--- src/rtl/core/ucle_pkg.sv ---
// ----------------------------------------------------------------------------
// ucle_pkg
// Shared types and constants of the console line editor.
// ----------------------------------------------------------------------------
package ucle_pkg;

  localparam int unsigned ByteW   = 8;
  localparam int unsigned LevelW  = 7;
  localparam int unsigned KindW   = 2;
  localparam int unsigned OutW    = 48;

  localparam logic [ByteW-1:0] ChBs   = 8'h08;
  localparam logic [ByteW-1:0] ChDel  = 8'h7F;
  localparam logic [ByteW-1:0] ChCsi  = 8'h5B;
  localparam logic [ByteW-1:0] ChEsc  = 8'h1B;
  localparam logic [ByteW-1:0] ChCr   = 8'h0D;
  localparam logic [ByteW-1:0] ChLf   = 8'h0A;
  localparam logic [ByteW-1:0] ChSp   = 8'h20;
  localparam logic [ByteW-1:0] MsgMax = 8'hFF;

  typedef enum logic [KindW-1:0] {
    KIND_RX_BYTE    = 2'd0,
    KIND_TX_READY   = 2'd1,
    KIND_HOST_READ  = 2'd2,
    KIND_HOST_WRITE = 2'd3
  } kind_e;

  // Result fields apart from the two bytes that come out of the rings
  typedef struct packed {
    logic              line_valid;
    logic              host_valid;
    logic              refused;
    logic [ByteW-1:0]  messages;
    logic              transmit_enable;
    logic [LevelW-1:0] receive_level;
    logic [LevelW-1:0] transmit_level;
  } res_t;

endpackage

--- src/rtl/core/ucle_ram.sv ---
// ----------------------------------------------------------------------------
// ucle_ram
// Byte ring storage: one write port, one read port with registered data.
// ----------------------------------------------------------------------------
module ucle_ram #(
  parameter int unsigned Depth = 64,
  parameter int unsigned AddrW = 6
) (
  input  logic                       clk_i,
  input  logic                       we_i,
  input  logic [AddrW-1:0]           waddr_i,
  input  logic [ucle_pkg::ByteW-1:0] wdata_i,
  input  logic                       re_i,
  input  logic [AddrW-1:0]           raddr_i,
  output logic [ucle_pkg::ByteW-1:0] rdata_o
);

  logic [ucle_pkg::ByteW-1:0] mem [Depth];
  logic [ucle_pkg::ByteW-1:0] rdata_q;

  always_ff @(posedge clk_i) begin
    if (we_i) begin
      mem[waddr_i] <= wdata_i;
    end
  end

  always_ff @(posedge clk_i) begin
    if (re_i) begin
      rdata_q <= mem[raddr_i];
    end
  end

  assign rdata_o = rdata_q;

endmodule

--- src/rtl/core/ucle_ctrl.sv ---
// ----------------------------------------------------------------------------
// ucle_ctrl
// Ring pointers, edit history, line count and echo write sequencing.
// ----------------------------------------------------------------------------
module ucle_ctrl #(
  parameter int unsigned RING_DEPTH = 64,
  parameter int unsigned AddrW      = 6,
  parameter int unsigned CntW       = 7
) (
  input  logic                       clk_i,
  input  logic                       rst_ni,
  input  logic                       fire_i,
  input  ucle_pkg::kind_e            kind_i,
  input  logic [ucle_pkg::ByteW-1:0] byte_i,
  output logic                       busy_o,
  output ucle_pkg::res_t             res_o,
  // receive ring ports
  output logic                       rx_we_o,
  output logic [AddrW-1:0]           rx_waddr_o,
  output logic [ucle_pkg::ByteW-1:0] rx_wdata_o,
  output logic                       rx_re_o,
  output logic [AddrW-1:0]           rx_raddr_o,
  // transmit ring ports
  output logic                       tx_we_o,
  output logic [AddrW-1:0]           tx_waddr_o,
  output logic [ucle_pkg::ByteW-1:0] tx_wdata_o,
  output logic                       tx_re_o,
  output logic [AddrW-1:0]           tx_raddr_o
);

  localparam int unsigned OffW = CntW + 1;
  localparam int unsigned SumW = CntW + 2;
  localparam logic [CntW-1:0] DepthC = CntW'(RING_DEPTH);
  localparam logic [SumW-1:0] DepthS = SumW'(RING_DEPTH);

  function automatic logic [AddrW-1:0] slot(input logic [AddrW-1:0] head,
                                            input logic [OffW-1:0]  off);
    logic [SumW-1:0] s;
    s = SumW'(head) + SumW'(off);
    if (s >= DepthS) begin
      s = s - DepthS;
    end
    return s[AddrW-1:0];
  endfunction

  logic [AddrW-1:0]           rh_q, rh_d, th_q, th_d, pend_addr_q, pend_addr_d;
  logic [CntW-1:0]            rc_q, rc_d, tc_q, tc_d;
  logic [ucle_pkg::ByteW-1:0] last_q, last_d, sec_q, sec_d, msg_q, msg_d;
  logic [ucle_pkg::ByteW-1:0] pend0_q, pend0_d, pend1_q, pend1_d;
  logic [1:0]                 pend_cnt_q, pend_cnt_d;
  logic                       tie_q, tie_d;
  logic                       lv, hv, refused;
  logic [OffW-1:0]            tc1, tc2;
  logic                       f0, f1, f2, is_erase, pass;

  assign tc1      = OffW'(tc_q) + OffW'(1);
  assign tc2      = OffW'(tc_q) + OffW'(2);
  assign f0       = tc_q < DepthC;
  assign f1       = tc1 < OffW'(RING_DEPTH);
  assign f2       = tc2 < OffW'(RING_DEPTH);
  assign is_erase = (byte_i == ucle_pkg::ChBs) || (byte_i == ucle_pkg::ChDel);
  assign pass     = (last_q != ucle_pkg::ChCsi) && (sec_q != ucle_pkg::ChEsc) &&
                    (byte_i != ucle_pkg::ChEsc) && (byte_i != ucle_pkg::ChCsi);
  assign busy_o   = pend_cnt_q != 2'd0;

  always_comb begin
    rh_d = rh_q;  th_d = th_q;  rc_d = rc_q;  tc_d = tc_q;
    last_d = last_q;  sec_d = sec_q;  msg_d = msg_q;  tie_d = tie_q;
    pend0_d = pend0_q;  pend1_d = pend1_q;
    pend_cnt_d = pend_cnt_q;  pend_addr_d = pend_addr_q;
    lv = 1'b0;  hv = 1'b0;  refused = 1'b0;
    rx_we_o = 1'b0;  rx_waddr_o = slot(rh_q, OffW'(rc_q));  rx_wdata_o = byte_i;
    rx_re_o = 1'b0;  rx_raddr_o = rh_q;
    tx_we_o = 1'b0;  tx_waddr_o = slot(th_q, OffW'(tc_q));  tx_wdata_o = byte_i;
    tx_re_o = 1'b0;  tx_raddr_o = th_q;

    // drain queued echo bytes, one per cycle
    if (busy_o) begin
      tx_we_o     = 1'b1;
      tx_waddr_o  = pend_addr_q;
      tx_wdata_o  = pend0_q;
      pend0_d     = pend1_q;
      pend_cnt_d  = pend_cnt_q - 2'd1;
      pend_addr_d = slot(pend_addr_q, OffW'(1));
    end

    if (fire_i) begin
      case (kind_i)
        ucle_pkg::KIND_RX_BYTE: begin
          if (is_erase) begin
            if (rc_q != '0) begin
              rc_d        = rc_q - CntW'(1);
              tx_we_o     = f0;
              tx_wdata_o  = ucle_pkg::ChBs;
              pend0_d     = ucle_pkg::ChSp;
              pend1_d     = ucle_pkg::ChBs;
              pend_cnt_d  = 2'(f1) + 2'(f2);
              pend_addr_d = slot(th_q, tc1);
              tc_d        = tc_q + CntW'(f0) + CntW'(f1) + CntW'(f2);
              tie_d       = 1'b1;
            end
          end else if (pass) begin
            if (byte_i == ucle_pkg::ChLf && msg_q != ucle_pkg::MsgMax) begin
              msg_d = msg_q + 8'd1;
            end
            if (rc_q < DepthC) begin
              rx_we_o = 1'b1;
              rc_d    = rc_q + CntW'(1);
            end
            if (f0) begin
              tx_we_o = 1'b1;
              tie_d   = 1'b1;
              tc_d    = tc_q + CntW'(1);
              if (byte_i == ucle_pkg::ChCr && f1) begin
                pend0_d     = ucle_pkg::ChLf;
                pend_cnt_d  = 2'd1;
                pend_addr_d = slot(th_q, tc1);
                tc_d        = tc_q + CntW'(2);
              end
            end
          end
          sec_d  = last_q;
          last_d = byte_i;
        end
        ucle_pkg::KIND_TX_READY: begin
          if (tc_q != '0) begin
            tx_re_o = 1'b1;
            lv      = 1'b1;
            th_d    = slot(th_q, OffW'(1));
            tc_d    = tc_q - CntW'(1);
          end else begin
            tie_d = 1'b0;
          end
        end
        ucle_pkg::KIND_HOST_READ: begin
          if (rc_q != '0) begin
            rx_re_o = 1'b1;
            hv      = 1'b1;
            rh_d    = slot(rh_q, OffW'(1));
            rc_d    = rc_q - CntW'(1);
          end else begin
            refused = 1'b1;
          end
        end
        ucle_pkg::KIND_HOST_WRITE: begin
          if (f0) begin
            tx_we_o = 1'b1;
            tie_d   = 1'b1;
            tc_d    = tc_q + CntW'(1);
          end else begin
            refused = 1'b1;
          end
        end
        default: begin
          refused = 1'b0;
        end
      endcase
    end
  end

  always_comb begin
    res_o.line_valid      = lv;
    res_o.host_valid      = hv;
    res_o.refused         = refused;
    res_o.messages        = msg_d;
    res_o.transmit_enable = tie_d;
    res_o.receive_level   = ucle_pkg::LevelW'(rc_d);
    res_o.transmit_level  = ucle_pkg::LevelW'(tc_d);
  end

  always_ff @(posedge clk_i or negedge rst_ni) begin
    if (!rst_ni) begin
      rh_q       <= '0;
      th_q       <= '0;
      rc_q       <= '0;
      tc_q       <= '0;
      last_q     <= '0;
      sec_q      <= '0;
      msg_q      <= '0;
      tie_q      <= 1'b0;
      pend_cnt_q <= 2'd0;
    end else begin
      rh_q       <= rh_d;
      th_q       <= th_d;
      rc_q       <= rc_d;
      tc_q       <= tc_d;
      last_q     <= last_d;
      sec_q      <= sec_d;
      msg_q      <= msg_d;
      tie_q      <= tie_d;
      pend_cnt_q <= pend_cnt_d;
    end
  end

  always_ff @(posedge clk_i) begin
    pend0_q     <= pend0_d;
    pend1_q     <= pend1_d;
    pend_addr_q <= pend_addr_d;
  end

endmodule

--- src/rtl/core/uart_console_line_editor.sv ---
// An event waits in the input register while echo bytes drain or the result
// slot is full, then passes to the result register. Throughput: one event per
// cycle otherwise; an echoed erase writes three bytes, a carriage return two.
// Reset: asynchronous, active low; empties both rings and clears the edit
// history, line count and transmit enable. Ring contents are not cleared.
// ----------------------------------------------------------------------------
// uart_console_line_editor
// Console front end: edits and echoes received line bytes through a receive
// and a transmit ring, feeds the line and serves host reads and writes.
// ----------------------------------------------------------------------------
module uart_console_line_editor #(
  parameter int unsigned RING_DEPTH = 64
) (
  input  logic                      clk_i,
  input  logic                      rst_ni,
  // event stream
  input  logic                      s_axis_tvalid_i,
  output logic                      s_axis_tready_o,
  input  logic [7:0]                s_axis_tdata_i,  // [7:0] byte_in
  input  logic [1:0]                s_axis_tuser_i,  // [1:0] kind
  // result stream
  output logic                      m_axis_tvalid_o,
  input  logic                      m_axis_tready_i,
  // [0] line_valid, [8:1] line_byte, [9] host_valid, [17:10] host_byte,
  // [18] refused, [26:19] messages, [27] transmit_enable,
  // [34:28] receive_level, [41:35] transmit_level, [47:42] zero
  output logic [ucle_pkg::OutW-1:0] m_axis_tdata_o
);

  localparam int unsigned AddrW = (RING_DEPTH > 1) ? $clog2(RING_DEPTH) : 1;
  localparam int unsigned CntW  = $clog2(RING_DEPTH + 1);

  // Input register: hold the event until the edit logic takes it
  logic                       in_valid_q;
  ucle_pkg::kind_e            in_kind_q;
  logic [ucle_pkg::ByteW-1:0] in_byte_q;

  // Result register: the ring bytes sit in the RAM read registers alongside
  logic                       out_valid_q;
  ucle_pkg::res_t             res_q;
  ucle_pkg::res_t             res_d;

  logic busy;
  logic fire;
  logic out_free;

  logic                       rx_we, rx_re, tx_we, tx_re;
  logic [AddrW-1:0]           rx_waddr, rx_raddr, tx_waddr, tx_raddr;
  logic [ucle_pkg::ByteW-1:0] rx_wdata, tx_wdata, rx_rdata, tx_rdata;
  logic [ucle_pkg::ByteW-1:0] line_byte, host_byte;

  // Advance an event when the result slot frees and no echo bytes are queued
  assign out_free        = !out_valid_q || m_axis_tready_i;
  assign fire            = in_valid_q && !busy && out_free;
  assign s_axis_tready_o = !in_valid_q || fire;

  always_ff @(posedge clk_i or negedge rst_ni) begin
    if (!rst_ni) begin
      in_valid_q <= 1'b0;
    end else if (s_axis_tready_o) begin
      in_valid_q <= s_axis_tvalid_i;
    end
  end

  always_ff @(posedge clk_i) begin
    if (s_axis_tready_o && s_axis_tvalid_i) begin
      in_kind_q <= ucle_pkg::kind_e'(s_axis_tuser_i);
      in_byte_q <= s_axis_tdata_i;
    end
  end

  ucle_ctrl #(
    .RING_DEPTH (RING_DEPTH),
    .AddrW      (AddrW),
    .CntW       (CntW)
  ) u_ctrl (
    .clk_i      (clk_i),
    .rst_ni     (rst_ni),
    .fire_i     (fire),
    .kind_i     (in_kind_q),
    .byte_i     (in_byte_q),
    .busy_o     (busy),
    .res_o      (res_d),
    .rx_we_o    (rx_we),
    .rx_waddr_o (rx_waddr),
    .rx_wdata_o (rx_wdata),
    .rx_re_o    (rx_re),
    .rx_raddr_o (rx_raddr),
    .tx_we_o    (tx_we),
    .tx_waddr_o (tx_waddr),
    .tx_wdata_o (tx_wdata),
    .tx_re_o    (tx_re),
    .tx_raddr_o (tx_raddr)
  );

  ucle_ram #(
    .Depth (RING_DEPTH),
    .AddrW (AddrW)
  ) u_rx_ram (
    .clk_i   (clk_i),
    .we_i    (rx_we),
    .waddr_i (rx_waddr),
    .wdata_i (rx_wdata),
    .re_i    (rx_re),
    .raddr_i (rx_raddr),
    .rdata_o (rx_rdata)
  );

  ucle_ram #(
    .Depth (RING_DEPTH),
    .AddrW (AddrW)
  ) u_tx_ram (
    .clk_i   (clk_i),
    .we_i    (tx_we),
    .waddr_i (tx_waddr),
    .wdata_i (tx_wdata),
    .re_i    (tx_re),
    .raddr_i (tx_raddr),
    .rdata_o (tx_rdata)
  );

  always_ff @(posedge clk_i or negedge rst_ni) begin
    if (!rst_ni) begin
      out_valid_q <= 1'b0;
    end else if (out_free) begin
      out_valid_q <= fire;
    end
  end

  always_ff @(posedge clk_i) begin
    if (fire) begin
      res_q <= res_d;
    end
  end

  // Drop stale read data when no byte was popped
  assign line_byte = res_q.line_valid ? tx_rdata : '0;
  assign host_byte = res_q.host_valid ? rx_rdata : '0;

  assign m_axis_tvalid_o = out_valid_q;
  assign m_axis_tdata_o  = {6'd0,
                            res_q.transmit_level,
                            res_q.receive_level,
                            res_q.transmit_enable,
                            res_q.messages,
                            res_q.refused,
                            host_byte,
                            res_q.host_valid,
                            line_byte,
                            res_q.line_valid};

endmodule

--- config.mk ---
export PLATFORM = sky130hd
export DESIGN_NAME = uart_console_line_editor
export DESIGN_NICKNAME = d
export VERILOG_FILES = /design/src/rtl/core/ucle_pkg.sv /design/src/rtl/core/ucle_ram.sv /design/src/rtl/core/ucle_ctrl.sv /design/src/rtl/core/uart_console_line_editor.sv
export SDC_FILE = /design/constraint.sdc
export NUM_CORES = 1
export LEC_CHECK = 0
export ABC_AREA = 1
export BUFFER_PORTS_ARGS = -buffer_cell sky130_fd_sc_hd__clkbuf_2
export CORE_AREA = 8 8 327 393
export DETAILED_ROUTE_END_ITERATION = 12
export DIE_AREA = 0 0 335 401
export PLACE_DENSITY_LB_ADDON = 0.08
export SETUP_SLACK_MARGIN = 0.2
export SLEW_MARGIN = 25
export SYNTH_ARGS = -nofsm -noshare
export SYNTH_HDL_FRONTEND = slang
export SYNTH_SLANG_ARGS = --single-unit
--- constraint.sdc ---
create_clock -name clk_i -period 5.35 [get_ports clk_i]
set_input_delay 0 -clock clk_i [delete_from_list [all_inputs] [get_ports clk_i]]
set_output_delay 0 -clock clk_i [all_outputs]
set_load 0.01 [all_outputs]
# Word-level counts from Yosys, hierarchy flattened
# Memories as Yosys holds them, arrays and structs flattened. A register that Yosys moved wholly into a read port is not among the register bits.
# Cells that the tools add are included.
[word_totals]
mem_count = 2
word_cells = 182
output_inout_bits = 50
reg_bits = 105
input_bits = 14
ramBits = 1024
[memory_table]
columns = ["memory", "depth", "width", "read_ports", "rd_ports_with_merged_regs", "wr", "line", "source"]
rows = [
  ["u_rx_ram.mem", 64, 8, 1, 1, 1, "ucle_ram.sv:18", "logic [ucle_pkg::ByteW-1:0] mem [Depth];"],
  ["u_tx_ram.mem", 64, 8, 1, 1, 1, "ucle_ram.sv:18", ""],
]
[classes]
magnitude_cmp = 10
n_eq_ne = 12
n_reduce_logical = 21
addsub = 25
muxes = 90
[ops]
columns = ["cell", "n"]
rows = [
  ["8-bit two-way mux", 20],
  ["7-bit two-way mux", 13],
  ["6-bit two-way mux", 15],
  ["6-bit by 1-bit subtractor with 6-bit output (second input constant)", 6],
  ["1-bit two-way mux", 29],
  ["8-bit by 4-bit == test with 1-bit output (second input constant)", 3],
  ["6-bit by 1-bit adder with 7-bit output (second input constant)", 3],
  ["7-bit by 1-bit adder with 7-bit output", 3],
  ["7-bit greater-or-equal comparator (second input constant)", 3],
  ["7-bit one-hot mux with 3 select lines", 1],
  ["6-bit by 7-bit adder with 8-bit output", 2],
  ["8-bit by 7-bit greater-or-equal comparator with 1-bit output (second input constant)", 2],
  ["8-bit by 7-bit less-than comparator with 1-bit output (second input constant)", 2],
  ["2-bit two-way mux", 8],
  ["8-bit by 5-bit != test with 1-bit output (second input constant)", 2],
  ["8-bit by 7-bit != test with 1-bit output (second input constant)", 2],
  ["7-bit by 1-bit adder with 7-bit output (second input constant)", 2],
  ["7-bit less-than comparator (second input constant)", 2],
  ["7-bit one-hot mux with 2 select lines", 1],
  ["7-bit nonzero test", 2],
  ["7-bit by 1-bit subtractor with 7-bit output (second input constant)", 2],
  ["6-bit by 8-bit adder with 9-bit output", 1],
  ["9-bit by 7-bit greater-or-equal comparator with 1-bit output (second input constant)", 1],
  ["7-bit by 1-bit adder with 8-bit output (second input constant)", 1],
  ["other kinds (18)", 32],
]

# Logic depth before layout (Yosys ltp)
# Gate-level depths: netlist (run 1).
[depth]
word_depth = 10
depth_mapped = 21
depth_no_buf = 20

# Modules after synthesis
# From an unflattened synthesis (run 1), not the netlist that was laid out.
[unflattened]
cells_unflattened = 4464
hier_area_um2 = 49556.3
[modules_own_cells]
columns = ["mod", "seq_area_each_um2", "cells_per_inst", "area_per_inst_um2", "instances"]
rows = [
  ["ucle_ram at u_tx_ram", 15615.0, 1805, 21419.3, 1],
  ["ucle_ram at u_rx_ram", 15615.0, 1822, 21371.7, 1],
  ["ucle_ctrl", 1606.5, 745, 5397.7, 1],
  ["uart_console_line_editor", 1131.1, 92, 1367.6, 1],
]

# Worst setup path before layout (run 1)
# OpenSTA, ideal clock, no wires.
[synth_path]
path_kind = "reg-to-reg"
startpoint = "register in_byte_q[3] (netlist name)"
endpoint = "memory u_tx_ram.mem[0][3] (netlist name), data pin"
t_arrival_ns = 3.786
setup_ns = 0.702
stages_incl_launch_ff = 3
required_ns = 4.648
path_buffers = 0
synth_period_minus_slack_ns = 4.487
path_slack_ns = 0.863
path_cell_list = "edfxtp_1 > inv_1 > o21ai_0"
[synth_via]
elab_chain_cells = 5
word_cells_on_any_way = 8
cone_classes = "2 x eq/ne; 5 x mux; 1 x reduce/logical"
[synth_lines]
columns = ["element", "line", "source"]
rows = [
  ["from (decl)", "uart_console_line_editor.sv:36", "logic [ucle_pkg::ByteW-1:0] in_byte_q;"],
  ["from (signal assigned)", "uart_console_line_editor.sv:68", "in_byte_q <= s_axis_tdata_i;"],
  ["8-bit by 4-bit == test with 1-bit output, or another cell as far along", "ucle_ctrl.sv:61", "assign is_erase = (byte_i == ucle_pkg::ChBs) || (byte_i == ucle_pkg::ChDel);"],
  ["1-bit logical OR / 8-bit two-way mux (equally long branches)", "ucle_ctrl.sv:61, ucle_ctrl.sv:91", ""],
  ["8-bit two-way mux", "ucle_ctrl.sv:90", "if (is_erase) begin"],
  ["8-bit two-way mux", "ucle_ctrl.sv:88", "case (kind_i)"],
  ["8-bit two-way mux (*)", "ucle_ctrl.sv:87", "if (fire_i) begin"],
  ["named net tx_wdata (one bit)", "uart_console_line_editor.sv:49", "logic [ucle_pkg::ByteW-1:0] rx_wdata, tx_wdata, rx_rdata, tx_rdata;"],
  ["to (decl)", "ucle_ram.sv:18", ""],
]
# Mark *: on every way through the listed nets, which the timed path passes. The rest lies on a longest branch.

# Final worst setup path (run 1)
[layout_path]
startpoint = "register u_ctrl.th_q[0] (netlist: u_ctrl.tx_raddr_o[0])"
endpoint = "memory u_tx_ram.mem[4][1] (netlist name), enable pin"
[layout_via]
elab_chain_cells = 4
word_cells_on_any_way = 5
cone_classes = "2 x add/sub; 1 x order compare; 2 x mux"
[layout_lines]
columns = ["element", "line", "source"]
rows = [
  ["from (decl)", "ucle_ctrl.sv:46", "logic [AddrW-1:0] rh_q, rh_d, th_q, th_d, pend_addr_q, pend_addr_d;"],
  ["from (signal assigned)", "ucle_ctrl.sv:184", "th_q <= th_d;"],
  ["6-bit by 7-bit adder with 8-bit output (*)", "ucle_ctrl.sv:39", "s = SumW'(head) + SumW'(off);"],
  ["8-bit by 7-bit greater-or-equal comparator with 1-bit output / 6-bit by 1-bit subtractor with 6-bit output (equally long branches)", "ucle_ctrl.sv:40, ucle_ctrl.sv:41", ""],
  ["6-bit two-way mux (*)", "ucle_ctrl.sv:40", "if (s >= DepthS) begin"],
  ["6-bit two-way mux (*)", "ucle_ctrl.sv:78", "if (busy_o) begin"],
]
# Every way passes the cells marked *; elsewhere a longest branch is shown, timed or not.

==> impl_results.md, run 1 <==
* Synth cell types at 48
* Cell area after synthesis at 0.0472 mm2
* Slowest CP cell: dfrtp_4
* Fmax at between 0.2 and 0.25 GHz
* TritonCTS clock tree: built
* Largest net degree at the start of global routing at 193
* Worst Path Arrival at about 4.5 ns
* Max-cap viol count at 0
* Worst slew pin tran at around 1 ns
* Register area share after synthesis at 71.9%
* Routed wl met3 at between 6000 and 7000 um
* Top FF cell, synth: edfxtp_1
* Worst-case clock buffer depth at 3
* Worst EP required at 5.69 ns
* TNS Setup at 0 ns
* Total die area at 0.134 mm2
* Top cells by area, synth: edfxtp_1, nor2_1, o21ai_0, dfrtp_1, nand2_1
* Die Y at 401 um
* Hold path start: s_axis_tdata_i[4]
* Fin nets at around 4,000
* Clk_lat worst skew at between 0.7 and 0.8 ns
* Fin. Hold Viols at 0
* Flop-to-flop setup slack at between 1 and 1.5 ns
* Crit-path most repeated cell: nand2_1
* Dpl hpwl at 85,300 um
* Post-CTS Setup Inserts at 0
* Routed len/inst at roughly 25 um
* Core Box Area at 0.122 mm2
* Clock-pin transition on the worst setup and hold timing paths at 0.06 ns
* Number of synthesized flops with an enable pin at 1,076
* Setup violations, final at 0
* CP max FO at 70
* Min-delay worst type: input pin to flip-flop
* Outcome: finished, final reports clean
* Sink Count at 1,145
* Worst Reg-to-Reg Cells at 11
* Vias per inst at approximately 5.4
* # placed instances at 5,394
* CP Class: flip-flop to flip-flop
* Top-count cell post-synth: edfxtp_1
* Fin cells at roughly 5,600
* Area leader, netlist: edfxtp_1
* DR WL met2 at 69,500 um
* Max-slew violation count at 0
* CP peak stage delay at 0.75 ns
* VDD IR max at 427 uV
* Reg-to-Reg Start: u_ctrl.tx_raddr_o[0]$_DFFE_PN0P_
* Uppermost layer routed: met4
* Crit-path cells: ha_1 -> fa_1 -> nand3_1 -> nand2_1 -> xnor2_1 -> nand2_1 -> o21ai_0 -> inv_1 -> nor2_1 -> nand2_1 -> nor2_1
* Final design utilization at between 40 and 50%
* Grt ovf at 0
* Critical Path End: u_tx_ram.mem[4][1]$_DFFE_PP_
* Fin crit period at ~4.1 ns
* Port Buffer Count at 57
* Remaining antenna violation count after routing at 0
* R2r endpoint: u_tx_ram.mem[4][1]$_DFFE_PP_
* CP Launch Point: u_ctrl.tx_raddr_o[0]$_DFFE_PN0P_
* Mapped Cells at 3,862
* Ys Warns at 0
* DRC at 0
* Wl on met1 at 60,100 um
* Final Skew at a little under 0.03 ns
* Vias in the first global route at 30,431
* Drt total wl at approximately 140,000 um
* Worst hold slack at 0.128 ns
* Synth top area share at 68.4%
* Layout cell share with drive strength beyond 1 at 8.65%
* H-Tree Depth at 3
* Most frequent cells after synthesis: edfxtp_1, nor2_1, o21ai_0
* Ratio of total power to cell area at 541 mW/mm2
* Initial antenna violation count at 3
* Router iterations before antenna repair at 6
* Area Overhead vs Synth at 12.5%
* Tcrit/Tclk final at 77.1%
* Startpoint Class: flip-flop
* Mean Syn Cell Area at between 10 and 15 um2
* Via count at 30,244
* Asr flop ratio synth at 4.80%
* Num CTS Buffers at ~120
* First-pass GRT wire length at 207,000 um
* DR iter-0 viols at 2,337
* Ports at 64
* GRT Overall Usage at 20.4%
* GP Congestion at 0.819
* Starting density of the core at 38.7%
* Die Wd at about 340 um
* Flop and latch count out of synthesis at ~1,100
* LEAKAGE at 17.7 nW
* Row Count at 141
* Final worst setup slack at 1.23 ns
* RSZ-0062 raised after global routing: no
* Clock tree root buffer cell: clkbuf_16
* Crit end category: flip-flop
* Rel. slew slack at 31.5%
* Place WS at approximately 1.1 ns
-- how the worst min path moves through the flow --
stage / endpoint / slack (ns) / cells past startpoint
2_1_floorplan: in_valid_q$_DFFE_PN0N_ / -0.30 / 0
3_3_place_gp: in_kind_q[1]$_DFFE_PP_ / 0.18 / 1
3_5_place_dp: in_kind_q[0]$_DFFE_PP_ / 0.18 / 1
4_1_cts: in_byte_q[4]$_DFFE_PP_ / 0.06 / 2
5_1_grt: in_byte_q[4]$_DFFE_PP_ / 0.11 / 2
6_report: in_byte_q[4]$_DFFE_PP_ / 0.13 / 2
-- through the flow --
| stage | cell area [um2] | power (mW) |
|---|---|---|
| detailed placement | 49200 | 20.8 |
| finish | 53100 | 28.7 |
| CTS | 53100 | 29.0 |
| floorplan | 47200 | 17.1 |
| global route | 53100 | 30.2 |
| global placement | 49200 | 20.9 |
-- cells by family (layout without fill, tap and decap cells) --
logic type | Yosys count | in the layout | share of synthesized area (%)
AND/OR/NAND/NOR | 1342 | 1342 | 11.8
other | 1 | 7 | 0.00794
AO/OA/AOI/OAI | 912 | 912 | 11.0
flip-flops | 1145 | 1145 | 71.9
XOR/XNOR | 50 | 50 | 0.927
adder cells (fa/ha/maj) | 39 | 39 | 1.11
buffers and inverters | 373 | 494 | 3.18
-- layer usage --
layer / track usage, % / vias up
met2: 34.8 / 893
met1: 26.9 / 15037
met3: 2.33 / 211
met4: 7.25 / 0
met5: 0 / -
li1: - / 14103
-- repair_timing --
item,in CTS,in global routing
hold buffers,16,0
setup endpoints to repair,0,0
gates resized for setup,0,0
hold endpoints to repair,77,0
-- worst max-delay path: cells and delay by family (launching register included) --
family          cells  cell delay, ns
compound gates      1            0.30
xor+xnor            1            0.13
fa+ha+maj           2            0.78
buf+inv             1            0.17
flops               1            0.75
simple gates        6            1.60
-- cells in the final DEF (no fill, tap or decap), drive strengths merged, types with 16 or more instances in the layout --
master / n
o21ai: 566
nand2: 347
xor2: 40
a21oi: 50
dlygate4sd3: 16
nor2: 771
nand3: 147
edfxtp: 1076
o211ai: 68
nand4: 60
o22ai: 151
buf: 59
o221ai: 65
inv: 137
dfrtp: 55
ha: 34
clkinv: 63
clkbuf: 206
-- area by class of cell --
class / instances / area [um2]
clock buffer: 150 / 3210
antenna: 1 / 2.50
multi-input combinational: 2349 / 11800
timing repair buffer: 131 / 931
clock inverter: 72 / 602
fill: 11492 / 68900
inverter: 141 / 544
sequential: 1145 / 34000
tap: 1644 / 2060
-- power breakdown --
part / leakage, nW / total (mW) / internal (mW) / switching, mW
Sequential: 10.5 / 10.9 / 10.3 / 0.545
Clock: 1.86 / 8.17 / 4.69 / 3.47
Combinational: 5.34 / 9.68 / 2.56 / 7.12
-- registers in the layout, summed over array words and instances (netlist names) --
signal / cells
in_byte_q: 8
in_kind_q: 2
in_valid_q: 1
m_axis_tdata_o: 26
m_axis_tvalid_o: 1
u_ctrl.last_q: 8
u_ctrl.msg_q: 8
u_ctrl.pend0_q: 8
u_ctrl.pend_addr_q: 6
u_ctrl.pend_cnt_q: 2
u_ctrl.rc_q: 7
u_ctrl.rx_raddr_o: 6
u_ctrl.sec_q: 8
u_ctrl.tc_q: 7
u_ctrl.tie_q: 1
u_ctrl.tx_raddr_o: 6
u_rx_ram.mem: 512
u_rx_ram.rdata_o: 8
u_tx_ram.mem: 512
u_tx_ram.rdata_o: 8
No activity file was read; power rests on OpenSTA's default activity.
==> run 2, diff against run 1 <==
Clock period 5.35 ns to 3.59 ns, I/O delays scaled along.
==> run 2 against run 1 <==
Effect of this change:
- routed wire length is 1.8% lower
- sequential share of layout area decreased by 1.9 points
- first-iteration DRC count rose by 12%
- clock power grew 48%
- combinational power rose by 58%
- fmax up 28%
- clock-buffer cell count down 1
- global-route usage decreased by 0.30 points
==> impl_results.md, run 2 (same netlist as run 1, synthesis figures left out) <==
* Worst Path Arrival at 3.64 ns
* Vias in the first global route at 30,852
* Router iterations before antenna repair at 6
* Dpl hpwl at roughly 84,000 um
* Layout cell share with drive strength beyond 1 at 13.4%
* Outcome: finished, final reports clean
* Final Skew at roughly 0.022 ns
* Routed len/inst at 23.6 um
* Die Wd at between 300 and 400 um
* DR iter-0 viols at approximately 2,600
* Worst slew pin tran at ~1 ns
* Setup violations, final at 0
* Remaining antenna violation count after routing at 0
* Fillers at 11,390
* Ports at 64
* Fin nets at slightly above 4,000
* GRT Overall Usage at 20.1%
* Drt total wl at between 100,000 and 150,000 um
* Max-cap viol count at 0
* Storage cell area at 0.0340 mm2
* Initial antenna violation count at 6
* Multi-input gate area in the final layout at 0.0118 mm2
* Rel. slew slack at 32.3%
* Startpoint Class: flip-flop
* TritonCTS clock tree: built
* RSZ-0062 raised after global routing: no
* Grt ovf at 0
* Crit end category: flip-flop
* Clock tree root buffer cell: clkbuf_16
* CP Class: flip-flop to flip-flop
* Row Count at 141
* Commonest non-fill, non-tap cell in the layout: edfxtp_1
* Fmax at 0.311 GHz
* Clock-pin transition on the worst setup and hold timing paths at 0.06 ns
* Area Overhead vs Synth at 16.1%
* First-pass GRT wire length at between 200,000 and 250,000 um
* # placed instances at 5,584
* Ratio of total power to cell area at 788 mW/mm2
* H-Tree Depth at 3
* Final design utilization at 44.9%
* Sink Count at around 1,100
* DRC at 0
* Port Buffer Count at 57
* Final worst setup slack at 0.377 ns
* Fin. Hold Viols at 0
* Max-slew violation count at 0
* VDD IR max at 649 uV
* Core Box Area at 0.122 mm2
* Clk_lat worst skew at 0.72 ns
* Num CTS Buffers at between 100 and 150
* LEAKAGE at between 15 and 20 nW
* Worst hold slack at 0.130 ns
* Largest net degree at the start of global routing at 197
* TNS Setup at 0 ns
* Placed cell areas at roughly 0.051 mm2
* Total die area at roughly 0.13 mm2
* Worst-case clock buffer depth at 3
* Fin crit period at 3.21 ns
* Fin cells at ~5,800
* GP Congestion at 0.859
* Die Y at 401 um
* Tcrit/Tclk final at 89.5%
* Fin area at 0.0548 mm2
* Via count at 30,885
* Place WS at 0.316 ns
* Worst EP required at 4.02 ns
* CP max FO at 8
* Min-delay worst type: input pin to flip-flop
* Starting density of the core at 38.7%
* Vias per inst at 5.30
* Most frequent cells in the layout: edfxtp_1, nor2_1, o21ai_0
* Total power at roughly 43 mW
[run 2: report_power, final]
part	switching, mW	total, mW	internal (mW)
Sequential	0.396	15.8	15.4
Clock	5.17	12.1	6.95
Combinational	10.9	15.3	4.36
[run 2: path summary, 6_finish.rpt]
check                                                         to  depth (start not counted)                             start  slack (ns)
worst max-delay path               u_tx_ram.mem[13][0]$_DFFE_PP_                         14  u_ctrl.tx_raddr_o[0]$_DFFE_PN0P_        0.38
worst min-delay path                      in_byte_q[4]$_DFFE_PP_                          2                 s_axis_tdata_i[4]        0.13
worst max register to register     u_tx_ram.mem[13][0]$_DFFE_PP_                         14  u_ctrl.tx_raddr_o[0]$_DFFE_PN0P_        0.38
worst min register to register         u_ctrl.pend0_q[4]$_DFF_P_                          2         u_ctrl.pend0_q[4]$_DFF_P_        0.45
max in group asynchronous       u_ctrl.rx_raddr_o[0]$_DFFE_PN0P_                          4                            rst_ni        2.75
min in group asynchronous              u_ctrl.msg_q[1]$_DFF_PN0_                          4                            rst_ni        0.35
[run 2: repair_timing]
item / 4_1_cts / 5_1_grt
setup buffers: 0 / 6
endpoints found under the hold margin: 82 / 0
endpoints found under the setup margin: 0 / 6
hold buffers: 19 / 0
gates resized for setup: 0 / 14
[run 2: final cells by class]
cell class | instances | share of cell area [%]
sequential | 1145 | 62.0
antenna | 3 | 0.0137
multi-input combinational | 2349 | 21.6
inverter | 141 | 0.984
clock inverter | 70 | 1.17
timing repair buffer | 330 | 4.78
tap | 1644 | 3.75
clock buffer | 149 | 5.73
[run 2: critical path: stages, from the launching register on]
cell	delay, ns
dfrtp_4	0.47
ha_1	0.25
fa_1	0.41
nand3_1	0.09
nand2_1	0.07
xnor2_1	0.16
nand2_1	0.06
o21ai_0	0.26
inv_1	0.16
nor2_1	0.14
buf_4	0.12
nand2_1	0.11
buf_4	0.22
nor2_1	0.21
buf_4	0.20
[run 2: layer usage]
layer / track usage [%] / vias to the layer above / routed length [um]
met2: 35.3 / 712 / 70200
met5: 0 / - / 13
met1: 25.9 / 15455 / 58100
li1: - / 14515 / -
met4: 6.65 / 2 / 4110
met3: 2.23 / 201 / 5480
